==> src/rtl/ovl_pkg.sv <==
// ----------------------------------------------------------------------------
// ovl_pkg
// Shared types and constants for the ordered value list: operation and
// status codes, controller states, and the controller/datapath interface.
// ----------------------------------------------------------------------------
package ovl_pkg;

  localparam int DEF_CAPACITY   = 16;
  localparam int DEF_DATA_WIDTH = 32;

  localparam int OP_W     = 2;
  localparam int VALUE_W  = 32;
  localparam int POS_W    = 4;
  localparam int STATUS_W = 2;
  localparam int COUNT_W  = 5;

  typedef enum logic [OP_W-1:0] {
    OP_APPEND = 2'd0,
    OP_REMOVE = 2'd1,
    OP_SEARCH = 2'd2,
    OP_READ   = 2'd3
  } op_t;

  typedef enum logic [STATUS_W-1:0] {
    ST_OK        = 2'd0,
    ST_NOT_FOUND = 2'd1,
    ST_FULL      = 2'd2,
    ST_RANGE     = 2'd3
  } status_t;

  typedef enum logic [2:0] {
    S_IDLE,
    S_EXEC,
    S_READ,
    S_SCAN,
    S_SHIFT,
    S_RESP
  } state_t;

  // Commands from controller to datapath
  typedef struct packed {
    logic    load;        // capture a new request
    logic    append;      // write value at tail, bump count
    logic    pos_read;    // issue memory read at request position
    logic    take_read;   // latch memory read data as result data
    logic    scan_init;   // restart index pipeline at head
    logic    shift_init;  // restart index pipeline just past the match
    logic    step;        // advance index pipeline by one entry
    logic    shift_wr;    // write previous read back one slot lower
    logic    dec;         // drop count by one
    logic    set_status;  // load status register
    status_t status_code;
  } cmd_t;

  // Status from datapath to controller
  typedef struct packed {
    op_t  op;
    logic full;
    logic pos_ok;
    logic hit;
    logic exhausted;
  } dp_stat_t;

endpackage

==> src/rtl/ovl_ctrl.sv <==
// ----------------------------------------------------------------------------
// ovl_ctrl
// Request sequencer: dispatches each operation, runs the scan and the
// gap-closing shift, and raises the result strobe for one cycle.
// ----------------------------------------------------------------------------
module ovl_ctrl
  import ovl_pkg::*;
(
  input  logic     clk,
  input  logic     rst,
  input  logic     start,
  input  dp_stat_t stat,
  output cmd_t     cmd,
  output logic     busy,
  output logic     done
);

  state_t state, state_next;

  always_ff @(posedge clk) begin
    if (rst) begin
      state <= S_IDLE;
    end else begin
      state <= state_next;
    end
  end

  always_comb begin
    state_next = state;
    unique case (state)
      S_IDLE: begin
        if (start) state_next = S_EXEC;
      end
      S_EXEC: begin
        unique case (stat.op)
          OP_APPEND: state_next = S_RESP;
          OP_READ:   state_next = stat.pos_ok ? S_READ : S_RESP;
          default:   state_next = S_SCAN;
        endcase
      end
      S_READ: state_next = S_RESP;
      S_SCAN: begin
        priority if (stat.hit) begin
          state_next = (stat.op == OP_REMOVE) ? S_SHIFT : S_RESP;
        end else if (stat.exhausted) begin
          state_next = S_RESP;
        end else begin
          state_next = S_SCAN;
        end
      end
      S_SHIFT: begin
        if (stat.exhausted) state_next = S_RESP;
      end
      S_RESP: state_next = S_IDLE;
      default: state_next = S_IDLE;
    endcase
  end

  always_comb begin
    cmd             = '0;
    cmd.status_code = ST_OK;
    busy            = (state != S_IDLE);
    done            = 1'b0;
    unique case (state)
      S_IDLE: cmd.load = start;
      S_EXEC: begin
        unique case (stat.op)
          OP_APPEND: begin
            cmd.set_status = 1'b1;
            if (stat.full) begin
              cmd.status_code = ST_FULL;
            end else begin
              cmd.append = 1'b1;
            end
          end
          OP_READ: begin
            if (stat.pos_ok) begin
              cmd.pos_read = 1'b1;
            end else begin
              cmd.set_status  = 1'b1;
              cmd.status_code = ST_RANGE;
            end
          end
          default: cmd.scan_init = 1'b1;
        endcase
      end
      S_READ: begin
        cmd.take_read  = 1'b1;
        cmd.set_status = 1'b1;
      end
      S_SCAN: begin
        priority if (stat.hit) begin
          if (stat.op == OP_REMOVE) begin
            cmd.shift_init = 1'b1;
          end else begin
            cmd.set_status = 1'b1;
          end
        end else if (stat.exhausted) begin
          cmd.set_status  = 1'b1;
          cmd.status_code = ST_NOT_FOUND;
        end else begin
          cmd.step = 1'b1;
        end
      end
      S_SHIFT: begin
        if (stat.exhausted) begin
          cmd.dec        = 1'b1;
          cmd.set_status = 1'b1;
        end else begin
          cmd.step     = 1'b1;
          cmd.shift_wr = 1'b1;
        end
      end
      S_RESP: done = 1'b1;
      default: ;
    endcase
  end

endmodule

==> src/rtl/ovl_dp.sv <==
// ----------------------------------------------------------------------------
// ovl_dp
// Datapath: entry memory with one write and one registered read port,
// request registers, entry count, and the index pipeline used for scanning
// and for closing the gap after a removal.
// ----------------------------------------------------------------------------
module ovl_dp
  import ovl_pkg::*;
#(
  parameter int CAPACITY   = DEF_CAPACITY,
  parameter int DATA_WIDTH = DEF_DATA_WIDTH
) (
  input  logic                clk,
  input  logic                rst,
  input  cmd_t                cmd,
  input  logic [OP_W-1:0]     op,
  input  logic [VALUE_W-1:0]  item_value,
  input  logic [POS_W-1:0]    position,
  output dp_stat_t            stat,
  output logic [STATUS_W-1:0] status,
  output logic [VALUE_W-1:0]  read_data,
  output logic [COUNT_W-1:0]  count
);

  localparam int IW = $clog2(CAPACITY);
  localparam int CW = $clog2(CAPACITY + 1);
  localparam int PW = (CW > POS_W) ? CW : POS_W;

  logic [DATA_WIDTH-1:0] mem [CAPACITY];
  logic [DATA_WIDTH-1:0] rdata;

  op_t                   op_q;
  logic [DATA_WIDTH-1:0] val_q;
  logic [POS_W-1:0]      pos_q;
  logic [CW-1:0]         count_q;
  logic [CW-1:0]         idx;
  logic [IW-1:0]         cmp_idx;
  logic                  cmp_vld;
  status_t               status_q;
  logic [DATA_WIDTH-1:0] data_q;

  logic                  more;
  logic                  rd_en;
  logic [IW-1:0]         rd_addr;
  logic                  we;
  logic [IW-1:0]         wr_addr;
  logic [DATA_WIDTH-1:0] wr_data;
  logic [63:0]           data_wide;

  assign more    = (idx < count_q);
  assign rd_en   = cmd.pos_read || (cmd.step && more);
  assign rd_addr = cmd.pos_read ? IW'(pos_q) : idx[IW-1:0];
  assign we      = cmd.append || (cmd.shift_wr && cmp_vld);
  assign wr_addr = cmd.append ? count_q[IW-1:0] : (cmp_idx - IW'(1));
  assign wr_data = cmd.append ? val_q : rdata;

  always_ff @(posedge clk) begin
    if (we) mem[wr_addr] <= wr_data;
    if (rd_en) rdata <= mem[rd_addr];
  end

  always_ff @(posedge clk) begin
    if (rst) begin
      count_q <= '0;
      idx     <= '0;
      cmp_vld <= 1'b0;
    end else begin
      if (cmd.append) begin
        count_q <= count_q + CW'(1);
      end else if (cmd.dec) begin
        count_q <= count_q - CW'(1);
      end

      if (cmd.scan_init) begin
        idx     <= '0;
        cmp_vld <= 1'b0;
      end else if (cmd.shift_init) begin
        // resume reading one past the matched entry
        idx     <= CW'(cmp_idx) + CW'(1);
        cmp_vld <= 1'b0;
      end else if (cmd.step) begin
        cmp_vld <= more;
        if (more) idx <= idx + CW'(1);
      end
    end
  end

  always_ff @(posedge clk) begin
    if (cmd.step && more) cmp_idx <= idx[IW-1:0];
    if (cmd.load) begin
      op_q   <= op_t'(op);
      val_q  <= DATA_WIDTH'(item_value);
      pos_q  <= position;
      data_q <= '0;
    end else if (cmd.take_read) begin
      data_q <= rdata;
    end
    if (cmd.set_status) status_q <= cmd.status_code;
  end

  assign stat.op        = op_q;
  assign stat.full      = (count_q == CW'(CAPACITY));
  assign stat.pos_ok    = (PW'(pos_q) < PW'(count_q));
  assign stat.hit       = cmp_vld && (rdata == val_q);
  assign stat.exhausted = !more && !cmp_vld;

  assign data_wide = 64'(data_q);
  assign status    = status_q;
  assign read_data = data_wide[VALUE_W-1:0];
  assign count     = COUNT_W'(count_q);

endmodule

==> src/rtl/ordered_value_list.sv <==
// An append passes from start through S_EXEC to S_RESP; a read with a valid
// position adds S_READ; search and remove scan in S_SCAN, remove then S_SHIFT.
// One request at a time; busy stays high through the done cycle, so a new
// start is taken at the earliest in the cycle after done. The single read port
// of the entry memory sets the scan and shift at one entry per cycle.
// Reset empties the list; done is a one-cycle strobe that cannot be stalled.
// ----------------------------------------------------------------------------
// ordered_value_list
// Bounded ordered list of values with append, remove, search and indexed
// read; every request returns one result with status and entry count.
// ----------------------------------------------------------------------------
module ordered_value_list
  import ovl_pkg::*;
#(
  parameter int CAPACITY   = DEF_CAPACITY,
  parameter int DATA_WIDTH = DEF_DATA_WIDTH
) (
  input  logic                clk,
  input  logic                rst,
  input  logic                start,
  output logic                busy,
  input  logic [OP_W-1:0]     op,
  input  logic [VALUE_W-1:0]  item_value,
  input  logic [POS_W-1:0]    position,
  output logic                done,
  output logic [STATUS_W-1:0] status,
  output logic [VALUE_W-1:0]  read_data,
  output logic [COUNT_W-1:0]  count
);

  cmd_t     cmd;
  dp_stat_t stat;

  ovl_ctrl u_ctrl (
    .clk   (clk),
    .rst   (rst),
    .start (start),
    .stat  (stat),
    .cmd   (cmd),
    .busy  (busy),
    .done  (done)
  );

  ovl_dp #(
    .CAPACITY   (CAPACITY),
    .DATA_WIDTH (DATA_WIDTH)
  ) u_dp (
    .clk        (clk),
    .rst        (rst),
    .cmd        (cmd),
    .op         (op),
    .item_value (item_value),
    .position   (position),
    .stat       (stat),
    .status     (status),
    .read_data  (read_data),
    .count      (count)
  );

endmodule

==> config.mk <==
export PLATFORM = sky130hd
export DESIGN_NAME = ordered_value_list
export DESIGN_NICKNAME = d
export VERILOG_FILES = /design/src/rtl/ovl_pkg.sv /design/src/rtl/ovl_ctrl.sv /design/src/rtl/ovl_dp.sv /design/src/rtl/ordered_value_list.sv
export SDC_FILE = /design/constraint.sdc
export NUM_CORES = 1
export LEC_CHECK = 0
export ABC_AREA = 1
export BUFFER_PORTS_ARGS = -buffer_cell sky130_fd_sc_hd__buf_2
export CAP_MARGIN = 0
export CORE_ASPECT_RATIO = 1.25
export CORE_MARGIN = 1
export CORE_UTILIZATION = 62
export CTS_BUF_LIST = sky130_fd_sc_hd__clkbuf_16
export CTS_CLUSTER_SIZE = 30
export DETAILED_ROUTE_END_ITERATION = 6
export PLACE_DENSITY_LB_ADDON = 0.25
export SLEW_MARGIN = 15
export SYNTH_ARGS = -nofsm -noshare
export SYNTH_HDL_FRONTEND = slang
export SYNTH_SLANG_ARGS = --single-unit
export TNS_END_PERCENT = 10
==> constraint.sdc <==
create_clock -name clk -period 4.1 [get_ports clk]
set_input_delay 0.205 -clock clk [delete_from_list [all_inputs] [get_ports clk]]
set_output_delay 0.205 -clock clk [all_outputs]
set_load 0.1 [all_outputs]
==> flow_summary.ini <==
[status]
status = finished clean

[logic_synthesis]
synth.distinct_cells = 36
synthesis.area_um2 = 27100
syn-num-nets = 2579
synth_top_family_by_area = simple AND/OR/NAND/NOR gates
synth-xor-area-share_pct = 0.291
seq_area_frac_synth_pct = 68.6
syn_inst = 2522
yosys.area_share.simple_pct = 17.3
ys_ff_latch = 634
ys_warn_count = 0
synthMuxAreaShare_pct = 0
synth_compound_area_share_pct = 6.44
syn_avg_cell_area_um2 = 10.7
synth_fa_ha_area_share_pct = 0.766

[power_and_ir_drop]
switching_share_pct = 37.0
power.switching_mw = 7.37
power_frac_comb_pct = 30.7
clock_power_share_pct = 26.8
power.internal_mw = 12.5
peakVddDrop_mv = 1.05
p_seq_share_pct = 42.5
p_total_mw = 19.9
p_per_area_nw_per_um2 = 645
power_leakage_nw = 12.3

[floorplanning]
num_io_pins = 82
fp-row-count = 85
dieArea_um2 = 44600
die_x_um = 189
start_util_pct = 62.9
design.core.area_um2 = 43100
die_h_um = 236

[worst_setup_path]
cp-start-kind = register
cp.arrival_ns = 4.13
crit_path_start = u_dp.count[3]$_SDFFE_PP0P_
setup.worst_path.end = u_dp.rdata[19]$_DFFE_PP_
path_class = reg2reg
timing.rr.end = u_dp.rdata[19]$_DFFE_PP_
crit_required_ns = 4.44
reg2reg_depth = 13
reg2reg_slack_ns = 0.30
r2r_start = u_dp.count[3]$_SDFFE_PP0P_
endpoint_kind = register
path_max_fanout = 24

[finish]
drive_above_1_share_pct = 9.87
n_antenna_cell = 0
nets = 2707
fill_cells = 2976
most-common-layout-cells = nand2_1, edfxtp_1, inv_1
post_layout_nonfiller_instances = 3260
area_growth_pct = 13.9
final_common_cell = nand2_1
seq_area_um2 = 18600
multi_input_area_um2 = 6900

[timing]
hold_viol_final = 0
max_slew_margin_pct = 21.0
tightest_slew_ns = 1.18
rsz0062_at_grt = no
finClkSkew_ns = 0.0263
slew_violations = 0
fmax_mhz = 263
setup_viol_count_final = 0
finalSetupTns_ns = 0
layout_min_cycle_time_ns = 3.80
period_share_pct = 92.6

[grt]
grt_pass1_wl_um = 108000
grt_max_degree = 129
grt_pass1_vias = 18600
grt-ovfl-total = 0
antenna_found_initial = 1
grtUsageTotal_pct = 32.5

[placed_design]
port_buffers = 81
dp_hpwl_um = 42600
place_inst = 3111
globalplace.congestion = 0.945

[route]
viasPerCell = 5.85
antenna_left = 0
firstDrtPassIters = 7
drc = 0
wl_per_cell_um = 21.9
routed_wl_um = 71300
num_vias = 19100
drt_iter0_drc = 2034

[clock_network]
cts-root-buf = clkbuf_16
clk_latency_ns = 0.63
cts.sinks = 634
ctsResizeCount = 0
cts_setup_buffers = 0
h-tree-depth = 2
cts-buffers-inserted = 59
clk_path_buf_depth = 3
cts_tree = done
clk_pin_slew_ns = 0.06

[run]
drv_cap = 0

[worst_hold_path]
min_path_type = in2reg
## what timing repair did
action | 4_1_cts | 5_1_grt
hold buffers | 40 | 0
hold endpoints to repair | 42 | 0
endpoints found under the setup margin | 0 | 0
## power groups by stage
stage,registers (mW),clock network [mW],logic (mW)
after floorplan,9.71,0,2.96
after global placement,8.58,0,5.83
after detailed placement,8.59,0,5.93
after CTS,8.46,5.36,6.01
after global routing,8.51,5.59,6.54
final,8.47,5.33,6.11
## per-layer routing
layer / global-route usage, % / vias up / routed length (um)
met5: 0 / - / 0
met4: 15.7 / 0 / 3140
met3: 5.23 / 164 / 7110
met2: 53.1 / 1023 / 34500
met1: 42.8 / 9078 / 26500
li1: - / 8804 / -
## cells by family (layout without fill, tap and decap cells)
kind of cell               after synthesis  count (layout)
adders and majority gates               16              16
xor gates and xnor gates                 9               9
DFF                                    634             634
AOI/OAI and AO/OA                      267             267
and+or+nand+nor                       1153            1153
buffers and inverters                  443             616
## cell usage after synthesis
master,count,area share (%)
nand3_1,244,4.5
buf_4,7,0.19
nand3b_1,1,0.028
nand2_1,815,11
buf_1,9,0.12
dfxtp_1,46,3.4
and2_1,2,0.046
a211oi_1,3,0.083
o22ai_1,27,0.62
xnor2_1,7,0.23
a22oi_2,1,0.046
o2111ai_2,1,0.055
nor4_1,1,0.023
o21ai_0,51,0.94
a21oi_1,47,0.87
clkbuf_1,28,0.39
inv_1,314,4.3
a32o_1,1,0.037
o211ai_1,128,3.5
buf_6,1,0.042
o21ai_1,3,0.055
nand4_1,15,0.35
edfxtp_1,588,65
a41oi_1,1,0.032
o21ai_4,1,0.060
xor2_1,2,0.065
inv_2,4,0.055
buf_2,80,1.5
or2_2,2,0.046
a21o_1,2,0.055
nor3_1,2,0.037
o2111ai_1,1,0.032
nor2_1,70,0.97
nor3_2,1,0.037
ha_1,15,0.69
fa_1,1,0.074
## how the worst min path moves through the flow
stage              startpoint                              end  cells past startpoint
2_1_floorplan             rst     u_ctrl.state[1]$_SDFFE_PP0P_                      1
3_3_place_gp   item_value[28]         u_dp.val_q[28]$_DFFE_PP_                      1
3_5_place_dp    item_value[2]          u_dp.val_q[2]$_DFFE_PP_                      1
4_1_cts                 start  u_dp.read_data[13]$_SDFFE_PP0P_                      4
5_1_grt                 start   u_dp.read_data[8]$_SDFFE_PP0P_                      4
6_report                start   u_dp.read_data[8]$_SDFFE_PP0P_                      4
## cell type report
class	count	area share (%)
clock buffers	61	4.95
clock inverters	45	1.10
inverters	318	3.88
multi-input cells	1445	22.4
flip-flops and latches	634	60.2
well taps	565	2.29
repair buffers	192	5.20
## sequential cells by signal, summed over array words and instances (netlist names)
name,count
u_dp.count,5
u_ctrl.state,3
u_dp.read_data,32
u_dp.op_q,2
u_dp.status,2
u_dp.pos_q,4
u_dp.rdata,32
u_dp.cmp_vld,1
u_dp.idx,5
u_dp.cmp_idx,4
u_dp.mem,512
u_dp.val_q,32
## through the flow
stage | setup WS [ns] | util, % | hold WS [ns] | instance area, um2
6_report | 0.304 | 71.6 | 0.267 | 30900
5_1_grt | 0.0777 | 71.6 | 0.285 | 30900
4_1_cts | 0.682 | 71.5 | 0.245 | 30800
3_5_place_dp | 0.716 | 66.2 | 0.384 | 28500
3_3_place_gp | 0.753 | 66.2 | 0.383 | 28500
2_1_floorplan | 0.0915 | - | 0.274 | 27100
## worst max-delay path, stage by stage, from the launching register on
cell and delay [ns]:
dfxtp_1 0.46, inv_1 0.12, ha_1 0.30, inv_1 0.03, nor2_1 0.17, o2111ai_2 0.15, nand4_1 0.12, buf_4 0.24
nand2_1 0.12, o21ai_4 0.08, clkinv_1 0.86, buf_4 0.53, nand3_1 0.16, nand2_1 0.14
No activity file was read; power rests on OpenSTA's default activity.
